$ cat src/rtl/depth_priority_view_blend_core_assert.svh
// Assertion macros for the view blend core.
// Each macro expects clk and rst_n in scope.
`ifndef DEPTH_PRIORITY_VIEW_BLEND_CORE_ASSERT_SVH
`define DEPTH_PRIORITY_VIEW_BLEND_CORE_ASSERT_SVH
`ifndef NO_ASSERTIONS
`define DPVB_ASSERT_IMPL(label, ante, cons) \
  label: assert property (@(posedge clk) disable iff (!rst_n) (ante) |-> (cons)) \
    else $error("dpvb assertion failed");
`define DPVB_ASSERT_NEXT(label, ante, cons) \
  label: assert property (@(posedge clk) disable iff (!rst_n) (ante) |=> (cons)) \
    else $error("dpvb assertion failed");
`else
`define DPVB_ASSERT_IMPL(label, ante, cons)
`define DPVB_ASSERT_NEXT(label, ante, cons)
`endif
`endif

$ cat src/rtl/dpvb_pkg.sv
`default_nettype none

package dpvb_pkg;

  localparam int MAX_CAMERAS = 16;

  localparam int RANK_W  = 4;
  localparam int COLOR_W = 24;
  localparam int DEPTH_W = 31;
  localparam int MASK_W  = 8;
  localparam int THR_W   = 8;

  // sample count must hold MAX_CAMERAS itself
  localparam int CNT_W  = $clog2(MAX_CAMERAS + 1);
  localparam int SUM_W  = $clog2(MAX_CAMERAS * 255 + 1);
  localparam int PROD_W = THR_W + CNT_W;

  localparam logic [THR_W-1:0]  THR_RESET    = 8'd127;
  localparam logic [MASK_W-1:0] MASK_VISIBLE = 8'hFF;
  localparam logic [MASK_W-1:0] MASK_HIDDEN  = 8'h00;

endpackage

`default_nettype wire

$ cat src/rtl/dpvb_if.sv
`default_nettype none

interface dpvb_in_if;
  import dpvb_pkg::*;
  logic               valid;
  logic               ready;
  logic [RANK_W-1:0]  cam_rank;
  logic [COLOR_W-1:0] sample_color;
  logic [DEPTH_W-1:0] sample_depth;
  logic [MASK_W-1:0]  sample_mask;
  logic               last_camera;

  modport source (output valid, cam_rank, sample_color, sample_depth, sample_mask,
                  last_camera, input ready);
  modport sink   (input valid, cam_rank, sample_color, sample_depth, sample_mask,
                  last_camera, output ready);
endinterface

interface dpvb_out_if;
  import dpvb_pkg::*;
  logic               valid;
  logic               ready;
  logic [COLOR_W-1:0] out_color;
  logic [DEPTH_W-1:0] out_depth;
  logic [MASK_W-1:0]  out_mask;

  modport source (output valid, out_color, out_depth, out_mask, input ready);
  modport sink   (input valid, out_color, out_depth, out_mask, output ready);
endinterface

interface dpvb_cfg_if;
  import dpvb_pkg::*;
  logic             valid;
  logic             ready;
  logic [THR_W-1:0] visibility_threshold;

  modport source (output valid, visibility_threshold, input ready);
  modport sink   (input valid, visibility_threshold, output ready);
endinterface

`default_nettype wire

$ cat src/rtl/depth_priority_view_blend_core.sv
// Depth-priority view blend: composites one output pixel from a stream of
// per-camera samples (rank, color, depth, mask), the last one flagged.
// Channels: in_ch carries camera samples, out_ch one blended pixel per
// closed pixel, cfg_ch writes the visibility threshold (always ready).
// Throughput: one sample per cycle, set by the accumulate/compare stage
// between the input and output registers, unless a last sample is held back.
// A last-camera sample passes the input register, then the result register,
// which raises out_ch.valid.
// The pixel is visible when mask sum >= threshold * sample count; the winner
// is the smallest nonzero depth, ties to the lowest rank, else the rank-0 sample.
// Samples past MAX_CAMERAS in one pixel are dropped; their last flag still
// closes the pixel.
// Reset: threshold returns to 127, pixel accumulators clear, both registers
// empty. Stall: while out_ch.ready is low and a result waits, non-last samples
// keep flowing; a last sample holds in the input register until the result
// register frees, and in_ch.ready drops only then.
// Threshold is read when the pixel closes; write it only while idle.
`default_nettype none

`include "depth_priority_view_blend_core_assert.svh"

module depth_priority_view_blend_core
  import dpvb_pkg::*;
(
  input  wire logic   clk,
  input  wire logic   rst_n,
  dpvb_in_if.sink     in_ch,
  dpvb_out_if.source  out_ch,
  dpvb_cfg_if.sink    cfg_ch
);

  // config
  logic [THR_W-1:0] thr_r;

  // input register
  logic               s1_valid_r;
  logic [RANK_W-1:0]  s1_rank_r;
  logic [COLOR_W-1:0] s1_color_r;
  logic [DEPTH_W-1:0] s1_depth_r;
  logic [MASK_W-1:0]  s1_mask_r;
  logic               s1_last_r;

  // per-pixel accumulators
  logic [SUM_W-1:0]   sum_r,        sum_nxt;
  logic [CNT_W-1:0]   cnt_r,        cnt_nxt;
  logic               have_r,       have_nxt;
  logic [DEPTH_W-1:0] best_depth_r, best_depth_nxt;
  logic [RANK_W-1:0]  best_rank_r,  best_rank_nxt;
  logic [COLOR_W-1:0] best_color_r, best_color_nxt;
  logic [COLOR_W-1:0] fb_color_r,   fb_color_nxt;
  logic [DEPTH_W-1:0] fb_depth_r,   fb_depth_nxt;

  // result register
  logic               out_valid_r;
  logic [COLOR_W-1:0] out_color_r, out_color_nxt;
  logic [DEPTH_W-1:0] out_depth_r, out_depth_nxt;
  logic [MASK_W-1:0]  out_mask_r,  out_mask_nxt;

  logic              out_free;
  logic              s1_adv;
  logic              out_load;
  logic              take;
  logic              better;
  logic [PROD_W-1:0] need;
  logic              visible;

  // handshake: a last sample waits only for the result register
  assign out_free = !out_valid_r || out_ch.ready;
  assign s1_adv   = s1_valid_r && (!s1_last_r || out_free);
  assign out_load = s1_adv && s1_last_r;

  assign in_ch.ready  = !s1_valid_r || s1_adv;
  assign cfg_ch.ready = 1'b1;

  assign out_ch.valid     = out_valid_r;
  assign out_ch.out_color = out_color_r;
  assign out_ch.out_depth = out_depth_r;
  assign out_ch.out_mask  = out_mask_r;

  // accumulate / compare
  assign take   = cnt_r < CNT_W'(MAX_CAMERAS);
  assign better = !have_r || (s1_depth_r < best_depth_r) ||
                  ((s1_depth_r == best_depth_r) && (s1_rank_r < best_rank_r));

  always_comb begin
    sum_nxt        = sum_r;
    cnt_nxt        = cnt_r;
    have_nxt       = have_r;
    best_depth_nxt = best_depth_r;
    best_rank_nxt  = best_rank_r;
    best_color_nxt = best_color_r;
    fb_color_nxt   = fb_color_r;
    fb_depth_nxt   = fb_depth_r;
    if (take) begin
      sum_nxt = sum_r + SUM_W'(s1_mask_r);
      cnt_nxt = cnt_r + CNT_W'(1);
      if (s1_rank_r == '0) begin
        fb_color_nxt = s1_color_r;
        fb_depth_nxt = s1_depth_r;
      end
      if (s1_depth_r != '0) begin
        if (better) begin
          best_depth_nxt = s1_depth_r;
          best_rank_nxt  = s1_rank_r;
          best_color_nxt = s1_color_r;
        end
        have_nxt = 1'b1;
      end
    end
  end

  // visibility: sum >= threshold * count, count includes this sample
  assign need    = PROD_W'(thr_r) * PROD_W'(cnt_nxt);
  assign visible = PROD_W'(sum_nxt) >= need;

  always_comb begin
    out_color_nxt = '0;
    out_depth_nxt = '0;
    out_mask_nxt  = MASK_HIDDEN;
    if (visible) begin
      out_mask_nxt = MASK_VISIBLE;
      if (have_nxt) begin
        out_color_nxt = best_color_nxt;
        out_depth_nxt = best_depth_nxt;
      end else begin
        out_color_nxt = fb_color_nxt;
        out_depth_nxt = fb_depth_nxt;
      end
    end
  end

  always_ff @(posedge clk) begin
    if (!rst_n) begin
      thr_r        <= THR_RESET;
      s1_valid_r   <= 1'b0;
      sum_r        <= '0;
      cnt_r        <= '0;
      have_r       <= 1'b0;
      best_depth_r <= '0;
      best_rank_r  <= '0;
      best_color_r <= '0;
      fb_color_r   <= '0;
      fb_depth_r   <= '0;
      out_valid_r  <= 1'b0;
    end else begin
      if (cfg_ch.valid) begin
        thr_r <= cfg_ch.visibility_threshold;
      end

      if (in_ch.valid && in_ch.ready) begin
        s1_valid_r <= 1'b1;
      end else if (s1_adv) begin
        s1_valid_r <= 1'b0;
      end

      if (s1_adv) begin
        if (s1_last_r) begin
          // pixel closes: start the next one clean
          sum_r        <= '0;
          cnt_r        <= '0;
          have_r       <= 1'b0;
          best_depth_r <= '0;
          best_rank_r  <= '0;
          best_color_r <= '0;
          fb_color_r   <= '0;
          fb_depth_r   <= '0;
        end else begin
          sum_r        <= sum_nxt;
          cnt_r        <= cnt_nxt;
          have_r       <= have_nxt;
          best_depth_r <= best_depth_nxt;
          best_rank_r  <= best_rank_nxt;
          best_color_r <= best_color_nxt;
          fb_color_r   <= fb_color_nxt;
          fb_depth_r   <= fb_depth_nxt;
        end
      end

      if (out_load) begin
        out_valid_r <= 1'b1;
      end else if (out_ch.ready) begin
        out_valid_r <= 1'b0;
      end
    end
  end

  // payload registers, no reset
  always_ff @(posedge clk) begin
    if (in_ch.valid && in_ch.ready) begin
      s1_rank_r  <= in_ch.cam_rank;
      s1_color_r <= in_ch.sample_color;
      s1_depth_r <= in_ch.sample_depth;
      s1_mask_r  <= in_ch.sample_mask;
      s1_last_r  <= in_ch.last_camera;
    end
    if (out_load) begin
      out_color_r <= out_color_nxt;
      out_depth_r <= out_depth_nxt;
      out_mask_r  <= out_mask_nxt;
    end
  end

  `DPVB_ASSERT_IMPL(a_cnt_bound, 1'b1, cnt_r <= CNT_W'(MAX_CAMERAS))
  `DPVB_ASSERT_IMPL(a_sum_bound, 1'b1,
                    PROD_W'(sum_r) <= PROD_W'(255) * PROD_W'(cnt_r))
  `DPVB_ASSERT_NEXT(a_close_clears, out_load, cnt_r == '0 && !have_r && out_valid_r)
  `DPVB_ASSERT_IMPL(a_mask_code, out_valid_r,
                    out_mask_r == MASK_VISIBLE || out_mask_r == MASK_HIDDEN)
  `DPVB_ASSERT_IMPL(a_hidden_zero, out_valid_r && out_mask_r == MASK_HIDDEN,
                    out_color_r == '0 && out_depth_r == '0)

endmodule

`default_nettype wire

$ cat src/flat_wrapper.sv
// flat-port wrapper written by rule: the top's interface ports become plain ports
module depth_priority_view_blend_core_flat import dpvb_pkg::*;
  (clk, rst_n, in_ch_valid, in_ch_cam_rank, in_ch_sample_color, in_ch_sample_depth, in_ch_sample_mask, in_ch_last_camera, in_ch_ready, out_ch_valid, out_ch_out_color, out_ch_out_depth, out_ch_out_mask, out_ch_ready, cfg_ch_valid, cfg_ch_visibility_threshold, cfg_ch_ready);
  dpvb_in_if in_ch_i ();
  dpvb_out_if out_ch_i ();
  dpvb_cfg_if cfg_ch_i ();
  input  wire logic clk;
  input  wire logic rst_n;
  input wire logic [$bits(in_ch_i.valid)-1:0] in_ch_valid;
  input wire logic [$bits(in_ch_i.cam_rank)-1:0] in_ch_cam_rank;
  input wire logic [$bits(in_ch_i.sample_color)-1:0] in_ch_sample_color;
  input wire logic [$bits(in_ch_i.sample_depth)-1:0] in_ch_sample_depth;
  input wire logic [$bits(in_ch_i.sample_mask)-1:0] in_ch_sample_mask;
  input wire logic [$bits(in_ch_i.last_camera)-1:0] in_ch_last_camera;
  output wire logic [$bits(in_ch_i.ready)-1:0] in_ch_ready;
  output wire logic [$bits(out_ch_i.valid)-1:0] out_ch_valid;
  output wire logic [$bits(out_ch_i.out_color)-1:0] out_ch_out_color;
  output wire logic [$bits(out_ch_i.out_depth)-1:0] out_ch_out_depth;
  output wire logic [$bits(out_ch_i.out_mask)-1:0] out_ch_out_mask;
  input wire logic [$bits(out_ch_i.ready)-1:0] out_ch_ready;
  input wire logic [$bits(cfg_ch_i.valid)-1:0] cfg_ch_valid;
  input wire logic [$bits(cfg_ch_i.visibility_threshold)-1:0] cfg_ch_visibility_threshold;
  output wire logic [$bits(cfg_ch_i.ready)-1:0] cfg_ch_ready;
  assign in_ch_i.valid = in_ch_valid;
  assign in_ch_i.cam_rank = in_ch_cam_rank;
  assign in_ch_i.sample_color = in_ch_sample_color;
  assign in_ch_i.sample_depth = in_ch_sample_depth;
  assign in_ch_i.sample_mask = in_ch_sample_mask;
  assign in_ch_i.last_camera = in_ch_last_camera;
  assign in_ch_ready = in_ch_i.ready;
  assign out_ch_valid = out_ch_i.valid;
  assign out_ch_out_color = out_ch_i.out_color;
  assign out_ch_out_depth = out_ch_i.out_depth;
  assign out_ch_out_mask = out_ch_i.out_mask;
  assign out_ch_i.ready = out_ch_ready;
  assign cfg_ch_i.valid = cfg_ch_valid;
  assign cfg_ch_i.visibility_threshold = cfg_ch_visibility_threshold;
  assign cfg_ch_ready = cfg_ch_i.ready;
  depth_priority_view_blend_core u_core (.clk(clk), .rst_n(rst_n), .in_ch(in_ch_i), .out_ch(out_ch_i), .cfg_ch(cfg_ch_i));
endmodule
$ cat config.mk
export PLATFORM = sky130hd
export DESIGN_NAME = depth_priority_view_blend_core_flat
export DESIGN_NICKNAME = d
export VERILOG_FILES = /design/src/rtl/dpvb_pkg.sv /design/src/rtl/dpvb_if.sv /design/src/rtl/depth_priority_view_blend_core.sv /design/src/flat_wrapper.sv
export VERILOG_INCLUDE_DIRS = /design/src /design/src/rtl
export SDC_FILE = /design/constraint.sdc
export NUM_CORES = 1
export LEC_CHECK = 0
export BUFFER_PORTS_ARGS = -buffer_cell sky130_fd_sc_hd__buf_2
export CAP_MARGIN = 10
export CORE_MARGIN = 2
export CORE_UTILIZATION = 65
export DETAILED_ROUTE_END_ITERATION = 7
export HOLD_SLACK_MARGIN = 0.02
export PLACE_DENSITY = 0.91
export SETUP_SLACK_MARGIN = 0.05
export SLEW_MARGIN = 20
export SYNTH_ARGS = -nofsm -noshare
export SYNTH_HDL_FRONTEND = slang
export SYNTH_SLANG_ARGS = --single-unit
$ cat constraint.sdc
create_clock -name clk -period 8.8 [get_ports clk]
set_input_delay 1.76 -clock clk [delete_from_list [all_inputs] [get_ports clk]]
set_output_delay 1.76 -clock clk [all_outputs]
set_load 0.1 [all_outputs]
Yosys cells after proc, flatten, opt, wreduce, memory -nomap -nowiden
Index checks and enable logic that the tools add are counted.
Widths: inputs -> output; s select.

word-level totals
  register bits after elaboration = 273
  bits in latches = 0
  memory bits (writable) = 0
  ROM bits = 0
  output and inout port bits = 66
  memories = 0

operators by class
  add/subtract/negate cells = 2
  multiply operators = 1
  divide/modulo/power cells = 0
  $lt $le $gt $ge = 4
  eq/ne operators = 1
  shifts and indexed selects = 0
  multiplexer cells = 32
  bitwise operators = 0
  reduce and logical (&&, ||, !) cells = 21

operators with widths
  operator             count
  $mux 31              8
  $mux 24              8
  $eq 31x31->1         1
  $lt 31x31->1         1
  $reduce_bool 31->1   1
  $mux 12              2
  $mux 4               4
  $ge 12x13->1         1
  $mul 8x5->13         1
  $add 12x8->12        1
  $mux 5               2
  $reduce_bool 2->1    5
  $mux 8               1
  $mux 1               7
  $add 5x1->5 const B  1
  $logic_or 1x1->1     5
  $lt 5x5->1 const B   1
  $logic_and 1x1->1    4
  $logic_not 1->1      4
  $logic_not 4->1      1
  $lt 4x4->1           1
  $reduce_and 4->1     1

Depth between registers and ports, before layout
  depth in word-level cells = 7
  gate-level depth with buffers = 24
  mapped depth without buffers = 21

Least setup slack after synthesis
Ideal clock, no wire load.

  path kind = register to register
  start = register u_core.cnt_r[4]
  end = register u_core.out_color_r[14], in the netlist u_core.out_ch.out_color[14], data pin
  setup time = 0.275 ns
  arrival = 5.547 ns
  setup slack = 2.978 ns
  cell stages (with the launch flop) = 22
  path buffers = 3
  path through = dfxtp_1 -> clkbuf_1 -> inv_1 -> nand4_1 -> xor2_1 -> nand2b_1 -> fa_1 -> fa_1 -> fa_1 -> inv_1 -> ha_1 -> a21oi_1 -> o21bai_1 -> a2111oi_0 -> nor2_1 -> a311oi_1 -> ha_1 -> a21o_1 -> o21ai_1 -> clkbuf_1 -> clkbuf_1 -> a211oi_1

between the ends
  cells in the longest elaborated chain, start to end = 4
  elaborated cells on any way between the ends = 10
  those cells by class = 1 x add/sub; 1 x mul; 2 x order compare; 6 x mux

ends and longest elaborated chain
  what                                              RTL line                                                                    text
  start, declared                                   depth_priority_view_blend_core.sv:45                                        logic [CNT_W-1:0] cnt_r, cnt_nxt;
  start signal, assigned                            depth_priority_view_blend_core.sv:169                                       cnt_r <= cnt_nxt;
  $add 5x1->5 / $lt 5x5->1 (equally long branches)  depth_priority_view_blend_core.sv:96, depth_priority_view_blend_core.sv:81
  $mux 5                                            depth_priority_view_blend_core.sv:94                                        if (take) begin
  $mul 8x5->13                                      depth_priority_view_blend_core.sv:113                                       assign need = PROD_W'(thr_r) * PROD_W'(cnt_nxt);
  $ge 12x13->1                                      depth_priority_view_blend_core.sv:114                                       assign visible = PROD_W'(sum_nxt) >= need;
  end signal, assigned                              depth_priority_view_blend_core.sv:197                                       out_color_r <= out_color_nxt;
  end, declared                                     depth_priority_view_blend_core.sv:55                                        logic [COLOR_W-1:0] out_color_r, out_color_nxt;

Parallel ways exist; a longest one is shown, timed or not.
A chain may end at the register's enable or synchronous reset.

Worst setup path after layout
  start = register u_core.cnt_r[4]
  end = register u_core.out_depth_r[1], in the netlist u_core.out_ch.out_depth[1], data pin

between the ends
  cells in the longest elaborated chain, start to end = 4
  elaborated cells on any way between the ends = 10
  those cells by class = 1 x add/sub; 1 x mul; 2 x order compare; 6 x mux

ends and longest elaborated chain
  what                                              RTL line                                                                    text
  $add 5x1->5 / $lt 5x5->1 (equally long branches)  depth_priority_view_blend_core.sv:96, depth_priority_view_blend_core.sv:81
  $mux 5                                            depth_priority_view_blend_core.sv:94
  $mul 8x5->13                                      depth_priority_view_blend_core.sv:113
  $ge 12x13->1                                      depth_priority_view_blend_core.sv:114
  end signal, assigned                              depth_priority_view_blend_core.sv:198                                       out_depth_r <= out_depth_nxt;
  end, declared                                     depth_priority_view_blend_core.sv:56                                        logic [DEPTH_W-1:0] out_depth_r, out_depth_nxt;

Parallel ways exist; a longest one is shown, timed or not.

==> out/qor.txt <==
Fill cell count - 1528
Largest area contributor in the netlist - edfxtp_1
Slew margin rel. - 27.5%
Share of the yosys chip area belonging to registers - 43.2%
Detail Placement HPWL - 24300 um
Worst R2R Start - u_core.cnt_r[4]
Initial Util - 66.8%
Initial antenna violation count - 2
Syn Nets - 1867
Post-synthesis to final-layout area growth - 11.4%
Layout cell share with drive strength beyond 1 - 13.5%
Yosys top cell area share - 24.5%
DR vias/cell - 6.54
DRC - 0
Die Y - 157 um
CORE AREA - 0.0228 sq mm
EDFF count, synth - 124
Cts bufs inserted - 28
Gates resized, CTS repair - 0
Largest net degree at the start of global routing - 107
Nets@finish - 1919
Critical Path RT - 9.05 ns
First-pass GRT wire length - 63900 um
#FFs+latches synth - 266
Pre-CTS setup slack - 1.39 ns
# port buffers - 145
Fin Clk Skew - 0.0132 ns
Drt wl/cell - 19.1 um
Total track usage - 31.9%
Vias in the first global route - 13100
Die span in x - 157 um
Ranking of synthesized cells by area - edfxtp_1 (24%), dfxtp_1 (19%), ha_1 (6.3%), inv_1 (5.1%), nor2_1 (4.8%)
Worst-Skew Late Latency - 0.56 ns
Cell Chain, Critical Path - inv_1 -> nand4_1 -> xor2_1 -> nand2b_1 -> fa_1 -> fa_1 -> fa_1 -> inv_1 -> ha_1 -> a21oi_1 -> o21bai_1 -> a2111oi_0 -> nor2_1 -> a311oi_1 -> ha_1 -> a21o_1 -> o21ai_4 -> buf_4 -> a211oi_1
Endpoint class of the critical path - register
Vias - 13600
Pre-antenna DRT Iters - 6
Peak Freq - 133 MHz
Die ar. - 0.0246 sq mm
Post-Syn Area - 0.0152 sq mm
Most common cell in the synthesized netlist - inv_1
Ant. Diodes - 0
Leak pwr - 0.00638 uW
Critical path buffers and inverters - 3
Status - complete, no violations
RSZ-0062 raised after global routing - false
Power per cell area - 187 mW/mm^2
Postcts setup bufs - 0
Post-Syn Instances - 1691
Yosys warns - 0
Tcrit/Tclk final - 85.6%
Slew Limit Fails - 0
Min Hold Slack - 0.480 ns
Cell mode on critical path - fa_1
Post-CTS Hold Fix Bufs - 0
Cell family with most CP delay - adder cells
Async S/R FF share, synth - 0%
CTS tree - yes
Mean post-synth cell area - 9.00 sq um
CTS clock-pin slew for the worst setup and hold paths - 0.06 ns
Kind of critical path - reg2reg
Ys flop type - dfxtp_1
Crit path time final - 7.53 ns
Most frequent cells after synthesis - inv_1 (206), nor2_1 (195), nand2_1 (148)
WL final - 39700 um
Clock sink total - 266
Initial drt markers - 1252
Post-DRT Antenna Nets - 0
Min-delay src - u_core.best_color_r[6]
HP Class - reg2reg
Setup Viol. Count Final - 0
Worst-path maximum fanout - 34
Placed cell area - 0.0160 sq mm
Crit. Startpoint - u_core.cnt_r[4]
Fin area - 0.0169 sq mm
Clock tree buffer depth - 3
Boundary Pins - 147
Max IR drop VDD - 0.000191 V
Least-Margin Pin Slew - 1.09 ns
Total grt overflow - 0
Power Total - 3160 uW
Global placement routability congestion - 0.872
Clock root buffer - clkbuf_16
CP max-delay cell - dfxtp_1
Crit start category - register
Post-synthesis cell type count - 59
Slowest stage delay, CP - 0.89 ns
Setup TNS - 0 ns
Final WS setup - 1.27 ns
Site row count - 55
Max Cap Viol - 0
Arrival time worst endpoint - 7.79 ns
H-tree Lvls - 1
Hold Vio Cnt, Final - 0
path summary, 6_finish.rpt:
| kind | to | slack, ns | cells after the start |
|---|---|---|---|
| hold reg to reg | u_core.best_color_r[6] | 0.48 | 2 |
| setup / recovery | u_core.out_ch.out_depth[1] | 1.27 | 19 |
| setup reg to reg | u_core.out_ch.out_depth[1] | 1.27 | 19 |
| hold / removal | u_core.best_color_r[6] | 0.48 | 2 |
flip-flops by register name (all words and copies together), names as in the netlist, 24 cells and up:
signal and count:
u_core.out_ch.out_color 24, u_core.best_depth_r 31, u_core.out_ch.out_depth 31, u_core.s1_depth_r 31, u_core.fb_depth_r 31, u_core.best_color_r 24
u_core.fb_color_r 24, u_core.s1_color_r 24
kinds of logic after synthesis:
family | synth area share [%]
flip-flops | 43.2
multiplexers | 0.798
AND/OR/NAND/NOR | 13.0
adder cells (fa/ha/maj) | 8.75
other | 0.0247
AO/OA/AOI/OAI | 24.2
XOR/XNOR | 1.15
buffers and inverters | 8.90
metal layers:
| layer | GRT usage [%] | vias up | share of wire, % |
|---|---|---|---|
| met5 | 0 | - | 0 |
| met1 | 39.5 | 6399 | 39 |
| met4 | 16.1 | 0 | 4.5 |
| li1 | - | 6262 | - |
| met3 | 5.04 | 158 | 9.6 |
| met2 | 54.2 | 771 | 47 |
power breakdown:
part	internal, uW	total, uW	switching, uW	leakage, uW
logic	159	582	423	0.00360
clock network	676	1160	487	0.000442
registers	1370	1420	47.3	0.00234
total	2210	3160	958	0.00638
per-stage QoR:
step	util (%)	cells
after floorplan	-	1691
after global placement	70.3	2025
after detailed placement	70.3	2025
after CTS	74.2	2077
after global routing	74.4	2078
final	74.4	2078
layout make-up:
type	instances	area, sq um	share of cell area, %
sequential	266	6570	38.8
timing repair buffer	163	881	5.20
clock inverter	9	71.3	0.421
tap	313	392	2.31
inverter	207	777	4.59
multi-input combinational	1077	7420	43.8
clock buffer	43	830	4.90
worst reg2reg max path, stage by stage (launching register included):
cell	delay, ns
dfxtp_1	0.89
inv_1	0.33
nand4_1	0.17
xor2_1	0.60
nand2b_1	0.23
fa_1	0.46
fa_1	0.52
fa_1	0.55
inv_1	0.04
ha_1	0.32
a21oi_1	0.23
o21bai_1	0.12
a2111oi_0	0.59
nor2_1	0.17
a311oi_1	0.32
ha_1	0.30
a21o_1	0.21
o21ai_4	0.54
buf_4	0.53
a211oi_1	0.11
layout by cell type (no fill, tap or decap), types with 9 or more instances in the layout:
cell,netlist,final
buf_2,2,145
nand3_1,18,17
ha_1,76,76
dfxtp_1,142,141
o22ai_1,55,55
nor3_1,14,14
a211oi_1,57,57
inv_1,206,204
o211ai_1,60,60
o32ai_2,9,9
o32ai_1,50,50
clkbuf_1,122,10
nor2b_1,30,30
a21oi_1,31,31
a21o_1,14,13
a22oi_1,59,59
clkbuf_16,0,30
nor4_1,9,9
edfxtp_1,124,124
buf_4,10,17
a31oi_1,60,59
o21ai_0,13,12
nand2_1,148,147
xor2_1,12,12
o2111ai_1,59,58
mux2i_1,11,11
fa_1,19,19
nor2_1,195,194
nand4_1,13,13
Power figures use the tool's default switching activity.
